`config.mk`:
```
export PLATFORM = sky130hd
export DESIGN_NAME = typed_value_frame_receiver_unit
export DESIGN_NICKNAME = d
export VERILOG_FILES = /design/src/rtl/tvfr_pkg.sv /design/src/rtl/typed_value_frame_receiver_unit.sv
export SDC_FILE = /design/constraint.sdc
export NUM_CORES = 1
export LEC_CHECK = 0
export ABC_AREA = 1
export BUFFER_PORTS_ARGS = -buffer_cell sky130_fd_sc_hd__buf_4
export CAP_MARGIN = 10
export CORE_MARGIN = 2
export CORE_UTILIZATION = 50
export DETAILED_ROUTE_END_ITERATION = 6
export GPL_TIMING_DRIVEN = 0
export PLACE_DENSITY = 0.74
export SYNTH_ARGS = -nofsm -noshare
export SYNTH_HDL_FRONTEND = slang
export SYNTH_SLANG_ARGS = --single-unit
```
`constraint.sdc`:
```
create_clock -name i_clk -period 9 [get_ports i_clk]
set_clock_uncertainty 0.1 [all_clocks]
set_input_delay 1.35 -clock i_clk [delete_from_list [all_inputs] [get_ports i_clk]]
set_output_delay 1.35 -clock i_clk [all_outputs]
set_load 0.01 [all_outputs]
```
`src/rtl/tvfr_pkg.sv`:
```
// Shared constants and types for the typed value frame receiver.
// No dependencies; used by typed_value_frame_receiver_unit.
package tvfr_pkg;

    localparam int unsigned ByteW  = 8;
    localparam int unsigned ValueW = 64;
    localparam int unsigned CountW = 4;

    // Tag bytes that open a frame, and the terminator.
    localparam logic [ByteW-1:0] TAG_BOOL   = 8'd100;
    localparam logic [ByteW-1:0] TAG_INT    = 8'd101;
    localparam logic [ByteW-1:0] TAG_FLOAT  = 8'd102;
    localparam logic [ByteW-1:0] TAG_DOUBLE = 8'd103;
    localparam logic [ByteW-1:0] FRAME_END  = 8'd10;

    // Payload lengths in bytes.
    localparam logic [CountW-1:0] LEN_BOOL   = 4'd1;
    localparam logic [CountW-1:0] LEN_WORD   = 4'd4;
    localparam logic [CountW-1:0] LEN_DOUBLE = 4'd8;

    typedef enum logic [1:0] {
        KIND_BOOL   = 2'd0,
        KIND_INT    = 2'd1,
        KIND_FLOAT  = 2'd2,
        KIND_DOUBLE = 2'd3
    } t_value_kind;

endpackage

```
`src/rtl/typed_value_frame_receiver_unit.sv`:
```
// Typed value frame receiver: byte-stream frame parser with registered result.
// Depends on tvfr_pkg.
//
// The registered result reaches the master side in the cycle after the terminator beat.
// Throughput: one byte beat per cycle while no held result stalls the slave side.
// A held result stalls the slave side only until it is taken (output register).
// Reset (synchronous, active low) returns the parser to idle and drops o_m_tvalid.
module typed_value_frame_receiver_unit (
    input  logic        i_clk,
    input  logic        i_rst_n,
    // slave side: received bytes
    input  logic        i_s_tvalid,
    output logic        o_s_tready,
    input  logic [7:0]  i_s_tdata,   // [7:0] rx_byte
    // master side: decoded values
    output logic        o_m_tvalid,
    input  logic        i_m_tready,
    output logic [63:0] o_m_tdata,   // [63:0] raw_value
    output logic [1:0]  o_m_tuser    // [1:0] value_kind
);

    // Parser state
    logic                           r_receiving, n_receiving;
    tvfr_pkg::t_value_kind          r_kind, n_kind;
    logic [tvfr_pkg::CountW-1:0]    r_expected, n_expected;
    logic [tvfr_pkg::CountW-1:0]    r_count, n_count;
    // Payload bytes shift in from the low end, so the low bits always hold
    // the most recent bytes in big-endian order.
    logic [tvfr_pkg::ValueW-1:0]    r_shift, n_shift;

    // Result register
    logic                           r_out_valid, n_out_valid;
    logic [tvfr_pkg::ValueW-1:0]    r_out_value, n_out_value;
    tvfr_pkg::t_value_kind          r_out_kind, n_out_kind;

    logic                           s_accept;
    logic                           emit;
    logic [tvfr_pkg::ValueW-1:0]    frame_value;

    // Free to take a beat unless a result is waiting and not being taken.
    assign o_s_tready = !r_out_valid || i_m_tready;
    assign s_accept   = i_s_tvalid && o_s_tready;

    // Value for the frame currently held, used only on the terminator beat.
    always_comb begin
        unique case (r_kind)
            tvfr_pkg::KIND_BOOL: begin
                frame_value = {{(tvfr_pkg::ValueW-1){1'b0}}, (r_shift[7:0] == 8'd1)};
            end
            tvfr_pkg::KIND_INT, tvfr_pkg::KIND_FLOAT: begin
                frame_value = {32'd0, r_shift[31:0]};
            end
            tvfr_pkg::KIND_DOUBLE: begin
                frame_value = r_shift;
            end
            default: begin
                frame_value = r_shift;
            end
        endcase
    end

    // Parser next state
    always_comb begin
        n_receiving = r_receiving;
        n_kind      = r_kind;
        n_expected  = r_expected;
        n_count     = r_count;
        n_shift     = r_shift;
        emit        = 1'b0;
        if (s_accept) begin
            if (!r_receiving) begin
                n_count = '0;
                unique case (i_s_tdata)
                    tvfr_pkg::TAG_BOOL: begin
                        n_receiving = 1'b1;
                        n_kind      = tvfr_pkg::KIND_BOOL;
                        n_expected  = tvfr_pkg::LEN_BOOL;
                    end
                    tvfr_pkg::TAG_INT: begin
                        n_receiving = 1'b1;
                        n_kind      = tvfr_pkg::KIND_INT;
                        n_expected  = tvfr_pkg::LEN_WORD;
                    end
                    tvfr_pkg::TAG_FLOAT: begin
                        n_receiving = 1'b1;
                        n_kind      = tvfr_pkg::KIND_FLOAT;
                        n_expected  = tvfr_pkg::LEN_WORD;
                    end
                    tvfr_pkg::TAG_DOUBLE: begin
                        n_receiving = 1'b1;
                        n_kind      = tvfr_pkg::KIND_DOUBLE;
                        n_expected  = tvfr_pkg::LEN_DOUBLE;
                    end
                    default: begin
                        // not a tag: ignored while idle
                        n_count = r_count;
                    end
                endcase
            end else if (r_count >= r_expected) begin
                // payload complete: terminator emits, anything else aborts
                emit        = (i_s_tdata == tvfr_pkg::FRAME_END);
                n_receiving = 1'b0;
                n_kind      = tvfr_pkg::KIND_BOOL;
                n_expected  = '0;
                n_count     = '0;
            end else begin
                n_shift = {r_shift[tvfr_pkg::ValueW-tvfr_pkg::ByteW-1:0], i_s_tdata};
                n_count = r_count + 1'b1;
            end
        end
    end

    // Result register next state
    always_comb begin
        n_out_value = r_out_value;
        n_out_kind  = r_out_kind;
        if (emit) begin
            n_out_valid = 1'b1;
            n_out_value = frame_value;
            n_out_kind  = r_kind;
        end else if (i_m_tready) begin
            n_out_valid = 1'b0;
        end else begin
            n_out_valid = r_out_valid;
        end
    end

    always_ff @(posedge i_clk) begin
        if (!i_rst_n) begin
            r_receiving <= 1'b0;
            r_kind      <= tvfr_pkg::KIND_BOOL;
            r_expected  <= '0;
            r_count     <= '0;
            r_out_valid <= 1'b0;
        end else begin
            r_receiving <= n_receiving;
            r_kind      <= n_kind;
            r_expected  <= n_expected;
            r_count     <= n_count;
            r_out_valid <= n_out_valid;
        end
    end

    // payload registers, no reset
    always_ff @(posedge i_clk) begin
        r_shift     <= n_shift;
        r_out_value <= n_out_value;
        r_out_kind  <= n_out_kind;
    end

    assign o_m_tvalid = r_out_valid;
    assign o_m_tdata  = r_out_value;
    assign o_m_tuser  = r_out_kind;

`ifndef SYNTH
    // byte count never runs past the frame length
    a_count_bound: assert property (@(posedge i_clk) disable iff (!i_rst_n)
        r_receiving |-> (r_count <= r_expected))
        else $error("byte count beyond expected length");

    // idle parser holds no partial count
    a_idle_clear: assert property (@(posedge i_clk) disable iff (!i_rst_n)
        !r_receiving |-> (r_count == '0))
        else $error("count not cleared while idle");

    // a new result only follows an accepted terminator beat
    a_emit_cause: assert property (@(posedge i_clk) disable iff (!i_rst_n)
        $rose(o_m_tvalid) |->
            $past(i_s_tvalid && o_s_tready && (i_s_tdata == tvfr_pkg::FRAME_END)))
        else $error("result without terminator");

    // bool result is 0 or 1
    a_bool_range: assert property (@(posedge i_clk) disable iff (!i_rst_n)
        (o_m_tvalid && (o_m_tuser == tvfr_pkg::KIND_BOOL)) |-> (o_m_tdata[63:1] == '0))
        else $error("bool value out of range");

    // 32-bit kinds are zero-extended
    a_word_ext: assert property (@(posedge i_clk) disable iff (!i_rst_n)
        (o_m_tvalid && ((o_m_tuser == tvfr_pkg::KIND_INT) ||
                        (o_m_tuser == tvfr_pkg::KIND_FLOAT))) |-> (o_m_tdata[63:32] == '0))
        else $error("32-bit value not zero-extended");
`endif

endmodule

```
* Word level (Yosys, flattened, before mapping) *
Cells that the tools add are included.

operators by class
  $add $sub $neg = 1
  $mul = 0
  divide/modulo/power cells = 0
  order comparisons = 1
  equality and inequality tests = 10
  shifts and indexed selects = 0
  multiplexer cells = 18
  bitwise operators = 1
  reduce and logical (&&, ||, !) cells = 15

operator list
  operator                                        count
  case mux 64 bit (3 select lines)                1
  == test 8 x 7 -> 1 bit (second input constant)  4
  two-way mux 4 bit                               5
  case mux 4 bit (3 select lines)                 1
  AND reduction 3 bit                             3
  == test 8 x 1 -> 1 bit (second input constant)  1
  == test 8 x 4 -> 1 bit (second input constant)  1
  two-way mux 1 bit                               8
  case mux 2 bit (4 select lines)                 1
  nonzero test 5 bit                              1
  adder 4 x 1 -> 4 bit (second input constant)    1
  == test 2 bit (second input constant)           2
  greater-or-equal comparator 4 bit               1
  two-way mux 2 bit                               2
  nonzero test 2 bit                              2
  nonzero test 4 bit                              1
  OR reduction 2 bit                              2
  OR reduction 4 bit                              1
  == test 2 x 1 -> 1 bit (second input constant)  1
  zero test 2 bit                                 1
  != test 2 x 1 -> 1 bit (second input constant)  1
  AND reduction 2 bit                             1
  logical AND 1 bit                               1
  zero test 1 bit                                 1
  other kinds (2)                                 2

storage, ports and cells
  bits in registers = 142
  bits in latches = 0
  bits in writable memories = 0
  memory bits (read-only) = 0
  input bits = 12
  output and inout bits = 68
  memories = 0

* Logic depth before layout (Yosys ltp) *
Gate-level depths: netlist of run 1.

  depth after elaboration = 5
  mapped depth = 10
  gate-level depth less buffers = 10

* Worst setup path after synthesis of run 1 *
No wires, ideal clock.

  path type = input -> register
  start point = input i_m_tready
  end point = register r_out_value, in the netlist o_m_tdata[0] (enable)
  setup time = 0.653 ns
  data arrival time = 7.999 ns
  data required time = 8.247 ns
  setup slack = 0.248 ns
  stages = 6
  cells stage by stage = inv_1 > nand2_2 > nand2_1 > inv_2 > nand2_1 > nor4_1

between the ends
  word-level cells in the longest chain between the ends = 3

RTL lines
  item                  RTL line                                source
  from (decl)           typed_value_frame_receiver_unit.sv:17   input logic i_m_tready,
  logical OR 1 bit      typed_value_frame_receiver_unit.sv:41   assign o_s_tready = !r_out_valid || i_m_tready;
  net o_s_tready        typed_value_frame_receiver_unit.sv:13   output logic o_s_tready,
  logical AND 1 bit     typed_value_frame_receiver_unit.sv:42   assign s_accept = i_s_tvalid && o_s_tready;
  two-way mux 1 bit     typed_value_frame_receiver_unit.sv:70   if (s_accept) begin
  net emit              typed_value_frame_receiver_unit.sv:37   logic emit;
  to (signal assigned)  typed_value_frame_receiver_unit.sv:147  r_out_value <= n_out_value;
  to (decl)             typed_value_frame_receiver_unit.sv:33   logic [tvfr_pkg::ValueW-1:0] r_out_value, n_out_value;

The timed path passes the listed nets, and every way through them passes these cells.
A chain may end at the register's enable or synchronous reset.

* Worst setup path in the final report of run 1 *
  start point = input i_m_tready
  end point = register r_out_value, in the netlist o_m_tdata[53] (enable)

between the ends
  word-level cells in the longest chain between the ends = 3

RTL lines
  item               RTL line
  logical OR 1 bit   typed_value_frame_receiver_unit.sv:41
  logical AND 1 bit  typed_value_frame_receiver_unit.sv:42
  two-way mux 1 bit  typed_value_frame_receiver_unit.sv:70
  net emit           typed_value_frame_receiver_unit.sv:37

The timed path passes the listed nets, and every way through them passes these cells.

==> results by group, run 1 <==
Timing
  • Sum of negative setup slack: 0 ns
  • Highest Clock Rate: 316.3 MHz
  • Hold slack final: 0.3422 ns
  • Final Setup Violations: 0
  • Number of hold violations in the final report: 0
  • Min Clock Period, post-route: 3.161 ns
  • Final cycle utilization of the critical path: 0.3512
  • Least-Margin Pin Slew: ~0.82 ns
  • Remaining max-slew budget at the tightest pin: 0.4490
  • Setup repair after global routing missed its margin: no
  • Count of pins over their slew limit: 0

Route
  • Total Routed Length: around 8.6 mm
  • Met2 Wirelength: approximately 4.6 mm
  • Number of iterations in the first detailed-routing pass: 4
  • Final antenna-violating net count: 0
  • Max layer used: met4
  • Per-cell via count in the routed design: approximately 4.7
  • Vias: 3006
  • DRC viols: 0
  • Starting DRC count in detailed routing: 136
  • Total routed wire length on the met1 layer: 3.375 mm
  • Routed length on met3: about 500 um
  • WL/cell: roughly 13 um

Pwr
  • Sw Share: 0.1752
  • Combinational group share of total power: 0.008
  • Peak supply drop: 0.1261 mV
  • Proportion of power drawn by the clock network: 0.525
  • Power per cell area: between 200 and 250 mW/mm^2
  • Overall power of the completed layout: ~1.5 mW
  • Net load switching power: 0.2647 mW
  • Register share of total power: 0.467
  • Static power due to leakage: 2.751 nW
  • P_int: 1.246 mW

Synthesis
  • Share of synthesized area occupied by flip-flops and latches: 0.7919
  • Number of flops mapped to enable cells by yosys: 130
  • Synth Net Count: 403
  • Total standard cell area after synthesis: approximately 0.0052 mm^2
  • Post-synth cell types: 28
  • Avg Cell Area, Syn: about 14 um^2
  • Most used flip-flop cell after synthesis: edfxtp_1
  • Area leader, netlist: edfxtp_1
  • Asr flop ratio synth: 0
  • Biggest area contributors in the synthesized netlist: edfxtp_1, inv_1, nand2_1
  • Area share of the leading cell type in the synthesized netlist: 0.7496
  • Post-Syn Instances: 385
  • Leading cell types by count after synthesis: edfxtp_1, inv_1, nand2_1
  • Most common cell in the netlist: edfxtp_1
  • Flip-flop and latch count after synthesis: between 100 and 150
  • Warnings from Yosys: 0

Clock tree
  • H-Tree Level Count: 4
  • CTS buffer count: 17
  • Post-CTS Hold Buffers: 0
  • Buffer levels on the longest clock path: 2
  • Number of clock sinks: roughly 140
  • CTS tree: yes
  • Number of resized instances in the post-cts repair step: 0
  • Number of buffers inserted by post-CTS setup repair: 0
  • Insertion delay to the later sink of the worst-skew pair: 0.52 ns
  • Clk slew on worst S/H paths: roughly 0.06 ns
  • Root Buffer Master: clkbuf_8

Final layout
  • Final-stage net count: 509
  • Area growth, synth to finish: 29.34%
  • Final cell utilization of the core: 0.6583
  • Layout cells sized above 1: 0.2698
  • Final design instance area without fill: 0.006735 mm^2
  • Fill cell total of the finished layout: just over 700
  • Final antenna diode count: 0

Floorplan
  • Initial Util: 0.5090
  • Height of the die: roughly 110 um
  • Number of rows created at floorplan: 37
  • Die Area: 0.01125 mm^2
  • Die Wd: 106.1 um
  • Core Footprint: 0.01023 mm^2
  • Ports: 80

Job
  • Max-capacitance violation count: 0

Run status
  • Outcome: finished, final reports clean

GRT
  • Largest net degree at the start of global routing: 46
  • Overall fraction of global-route tracks in use: 0.1647
  • Global-route wire length before repair: 13.77 mm
  • Vias in the first global route: 2904
  • Antenna violations before repair: 0
  • Overall overflow remaining after global route: 0

Critical path
  • Start of the worst register-to-register path: r_count[0]$_SDFFE_PN0P_
  • Critical path data required time: roughly 9 ns
  • Worst setup SP type: input port
  • Launch point of the critical path: i_m_tready
  • Endpoint type of the worst setup path: register
  • Classification of the worst setup path: in2reg
  • Max Fanout on Critical Path: 10
  • Data arrival time of the worst path: 3.29 ns

Placement
  • Detailed placer's ending HPWL: 5.881 mm
  • Global placement routability congestion: 0.8197
  • Number of port buffers: 78
  • Total cell area at the placement stage: between 0.006 and 0.007 mm^2

Hold path
  • Path type of the worst min-delay path: reg2reg
  • Startpoint of the tightest hold check path: r_shift[33]$_DFFE_PP_
==> cell families (layout without fill, tap and decap cells) <==
family	after synthesis	after routing	share of synthesized area
AOI/OAI and AO/OA	9	9	0.01153
buffers and inverters	91	210	0.06703
DFF	141	141	0.7919
adders and majority gates	6	6	0.01442
and+or+nand+nor	137	137	0.1134
xor gates and xnor gates	1	1	0.001682
==> layer usage <==
metal / track usage / up-vias
li1: - / 1467
met1: 0.1880 / 1424
met2: 0.2871 / 102
met3: 0.05028 / 13
met4: 0.07143 / 0
met5: 0 / -
==> registers in the layout, indices dropped and copies added (netlist names) <==
name,flops
r_kind,2
r_count,4
o_m_tdata,64
r_shift,64
o_m_tuser,2
r_expected,3
o_m_tvalid,1
r_receiving,1
==> stage by stage <==
stage	worst slack (ns)	cells
after floorplan	0.2481	385
after global placement	-2.343	599
after detailed placement	5.272	608
after CTS	5.811	640
after global routing	5.635	640
final	5.839	640
==> layout make-up <==
cell class / count / area (um^2) / share of cell area
sequential: 141 / 4124 / 0.6123
multi-input combinational: 153 / 740.7 / 0.1100
timing repair buffer: 87 / 669.4 / 0.09939
clock buffer: 18 / 417.9 / 0.06205
inverter: 83 / 311.5 / 0.04626
clock inverter: 14 / 264.0 / 0.03920
tap: 136 / 170.2 / 0.02526
buffer: 8 / 37.54 / 0.005573
==> layout by cell type, fill, tap and decap left out, types with 2 or more instances in the layout <==
master / synthesis / routed
nand4_1: 3 / 3
edfxtp_1: 130 / 130
buf_2: 3 / 3
clkinvlp_4: 0 / 3
nand2_1: 63 / 63
nor2_1: 51 / 51
nor2_2: 2 / 2
inv_1: 80 / 79
bufinv_16: 0 / 7
inv_2: 2 / 3
buf_4: 1 / 86
o21ai_1: 3 / 3
a21oi_1: 4 / 4
dfxtp_1: 11 / 11
clkbuf_1: 4 / 5
ha_1: 6 / 6
clkbuf_16: 0 / 16
nand3_1: 9 / 9
inv_6: 0 / 2
==> final timing paths <==
kind	slack, ns	endpoint	depth (start not counted)
setup / recovery	5.84	o_m_tdata[53]$_DFFE_PP_	11
hold / removal	0.34	r_shift[41]$_DFFE_PP_	0
setup reg to reg	6.07	o_m_tdata[53]$_DFFE_PP_	10
hold reg to reg	0.34	r_shift[41]$_DFFE_PP_	0
==> worst max-delay path, stage by stage <==
cell and delay (ns):
buf_4 0.08, inv_1 0.04, nand2_2 0.06, nand2_1 0.11
inv_2 0.12, nand2_1 0.09, nor4_2 0.62, buf_4 0.30
buf_4 0.17, buf_4 0.19, buf_6 0.15
==> power groups by stage <==
stage               Combinational, mW  Clock [mW]  Sequential [mW]
floorplan                     0.00613           0            0.719
global placement               0.0118           0            0.719
detailed placement             0.0124           0            0.719
CTS                            0.0124       0.802            0.706
global route                   0.0139       0.828            0.705
finish                         0.0123       0.793            0.706
Power figures use the tool's default switching activity.
==> run 2, diff against run 1 <==
Clock period 9 ns to 2.8 ns, I/O delays scaled along.
==> run 2 against run 1 <==
Net effect:
- via count shrank 0.53%
- routed wire length shrank 1.7%
- critical path depth shrank 3
==> results by group, run 2 (synthesis results as in run 1) <==
Pwr
  • Static power due to leakage: 2.733 nW (-0.64%)
  • Proportion of power drawn by the clock network: 0.505 (-0.020)
  • Power per cell area: 691.6 mW/mm^2 (+210%)
  • Net load switching power: 0.8445 mW (+220%)
  • Combinational group share of total power: 0.010 (+0.002)
  • Sw Share: 0.1808 (+0.005542)
  • Register share of total power: 0.486 (+0.019)
  • Overall power of the completed layout: 4.672 mW (+210%)
  • Peak supply drop: 0.3827 mV (+200%)
  • P_int: 3.827 mW (+210%)

Route
  • Starting DRC count in detailed routing: 151 (+11%)
  • Number of iterations in the first detailed-routing pass: 5 (+1)
  • Total Routed Length: 8.440 mm (-1.7%)
  • Final antenna-violating net count: 0 (unchanged)
  • Vias: 2990 (-0.53%)
  • WL/cell: 13.19 um (-1.7%)
  • DRC viols: 0 (unchanged)
  • Per-cell via count in the routed design: 4.672 (-0.53%)

Timing
  • Count of pins over their slew limit: 0 (unchanged)
  • Least-Margin Pin Slew: 0.8047 ns (-0.01502 ns)
  • Hold slack final: 0.03220 ns (-0.3100 ns)
  • Min Clock Period, post-route: 2.535 ns
  • Highest Clock Rate: 394.5 MHz
  • Setup repair after global routing missed its margin: no
  • Remaining max-slew budget at the tightest pin: 0.4595 (+0.01054)
  • Final Setup Violations: 0 (unchanged)
  • Final cycle utilization of the critical path: 0.9053
  • Sum of negative setup slack: 0 ns (unchanged)
  • Final worst-path setup slack: 0.2653 ns (-5.574 ns)
  • Number of hold violations in the final report: 0 (unchanged)

Final layout
  • Non-filler cells in the finished layout: 640 (unchanged)
  • Area growth, synth to finish: 29.72%
  • Commonest cells after routing, fill and taps aside: edfxtp_1, buf_4, inv_1, nand2_1, nor2_1
  • Most frequent standard cell in the layout excluding fill and tap cells: edfxtp_1
  • Final antenna diode count: 0 (unchanged)
  • Area taken by multi-input logic gates: 769.5 um^2 (+3.9%)
  • Fill cell total of the finished layout: 725 (+2.3%)
  • Storage cell area: 0.004126 mm^2 (about the same)
  • Final cell utilization of the core: 0.6603 (+0.001957)
  • Final-stage net count: 510 (+0.20%)
  • Layout cells sized above 1: 0.2738 (+0.003968)
  • Final design instance area without fill: 0.006755 mm^2 (+0.30%)

Clock tree
  • CTS buffer count: 17 (unchanged)
  • H-Tree Level Count: 4 (unchanged)
  • Number of buffers inserted by post-CTS setup repair: 0 (unchanged)
  • Number of resized instances in the post-cts repair step: 0 (unchanged)
  • Root Buffer Master: clkbuf_8
  • Number of clock sinks: 141 (unchanged)
  • Clk slew on worst S/H paths: 0.06 ns (about the same)
  • Buffer levels on the longest clock path: 2 (unchanged)
  • CTS tree: yes
  • Insertion delay to the later sink of the worst-skew pair: 0.51 ns (about the same)

Hold path
  • Path type of the worst min-delay path: in2reg

Critical path
  • Max Fanout on Critical Path: 16 (+6)
  • CP Cell Sequence: inv_1 -> ha_1 -> nand4_1 -> nand3_2 -> nand2_2 -> nor4_4 -> buf_6 -> buf_8
  • Critical path data required time: 2.91 ns (-6.22 ns)
  • Endpoint type of the worst setup path: register
  • Classification of the worst setup path: reg2reg
  • Data arrival time of the worst path: 2.65 ns (-0.64 ns)
  • Worst setup SP type: register
  • Delay of the slowest critical-path stage: 0.61 ns (about the same)
  • Critical-path cell with the highest stage delay: nor4_4

GRT
  • Antenna violations before repair: 0 (unchanged)
  • Vias in the first global route: 2931 (+0.93%)
  • Global-route wire length before repair: 13.59 mm (-1.3%)
  • Largest net degree at the start of global routing: 46 (unchanged)
  • Overall fraction of global-route tracks in use: 0.1597 (-0.005015)
  • Overall overflow remaining after global route: 0 (unchanged)

Floorplan
  • Die Wd: 106.1 um (unchanged)
  • Die Area: 0.01125 mm^2 (unchanged)
  • Ports: 80 (unchanged)
  • Number of rows created at floorplan: 37 (unchanged)
  • Initial Util: 0.5090 (unchanged)
  • Height of the die: 106.1 um (unchanged)
  • Core Footprint: 0.01023 mm^2 (unchanged)

Placement
  • Total cell area at the placement stage: 0.006073 mm^2 (+0.33%)
  • Detailed placer's ending HPWL: 5.778 mm (-1.8%)
  • Global placement routability congestion: 0.8316 (+1.5%)
  • Pre-CTS setup slack: 0.2701 ns (-5.002 ns)
  • Number of port buffers: 78 (unchanged)
  • Number of cells in the design after placement: 604 (-0.66%)

Run status
  • Outcome: finished, final reports clean

Job
  • Max-capacitance violation count: 0 (unchanged)
-- run 2: cell count changes in the layout (fill, tap and decap cells not counted), sizes merged --
| cell | delta |
|---|---|
| dlygate4sd3 | +5 |
| buf | -4 |
| bufinv | -2 |
| clkinv | +2 |
| inv | -1 |
-- run 2: worst paths after layout --
check	start	end	slack [ns]	cells after the start
setup reg to reg	r_expected[2]$_SDFFE_PN0P_	o_m_tdata[37]$_DFFE_PP_	0.27	8
hold / removal	i_s_tdata[3]	r_shift[3]$_DFFE_PP_	0.03	1
hold reg to reg	r_shift[34]$_DFFE_PP_	r_shift[42]$_DFFE_PP_	0.34	0
setup / recovery	r_expected[2]$_SDFFE_PN0P_	o_m_tdata[37]$_DFFE_PP_	0.27	8
-- run 2: worst max-delay path, delay by kind of cell (launching register included) --
kind | cells | cell delay, ns
adder cells (fa/ha/maj) | 1 | 0.29
buffers and inverters | 3 | 0.53
AND/OR/NAND/NOR | 4 | 0.98
flip-flops | 1 | 0.33
-- run 2: area by class of cell --
cell class                 count  share of cell area
clock inverter                13             0.03167
inverter                      83             0.04668
buffer                         8            0.005557
clock buffer                  18             0.06186
sequential                   141              0.6109
multi-input combinational    153              0.1139
timing repair buffer          88              0.1043
tap                          136             0.02519
-- run 2: what timing repair did --
action                                  in CTS  in global routing
hold endpoints to repair                     5                  0
hold buffers                                 5                  0
endpoints found under the setup margin       0                  0
-- run 2: power groups by stage --
stage / clock network [mW] / registers, mW / logic (mW)
global route: 2.47 / 2.27 / 0.0520
detailed placement: 0 / 2.31 / 0.0414
finish: 2.36 / 2.27 / 0.0465
global placement: 0 / 2.31 / 0.0400
CTS: 2.39 / 2.27 / 0.0469
floorplan: 0 / 2.31 / 0.0215
-- run 2: metal layers --
metal / part of all wire / track usage
met3: 0.050 / 0.04537
met5: 0 / 0
met4: 0.0097 / 0.05357
met1: 0.42 / 0.1900
met2: 0.52 / 0.2802
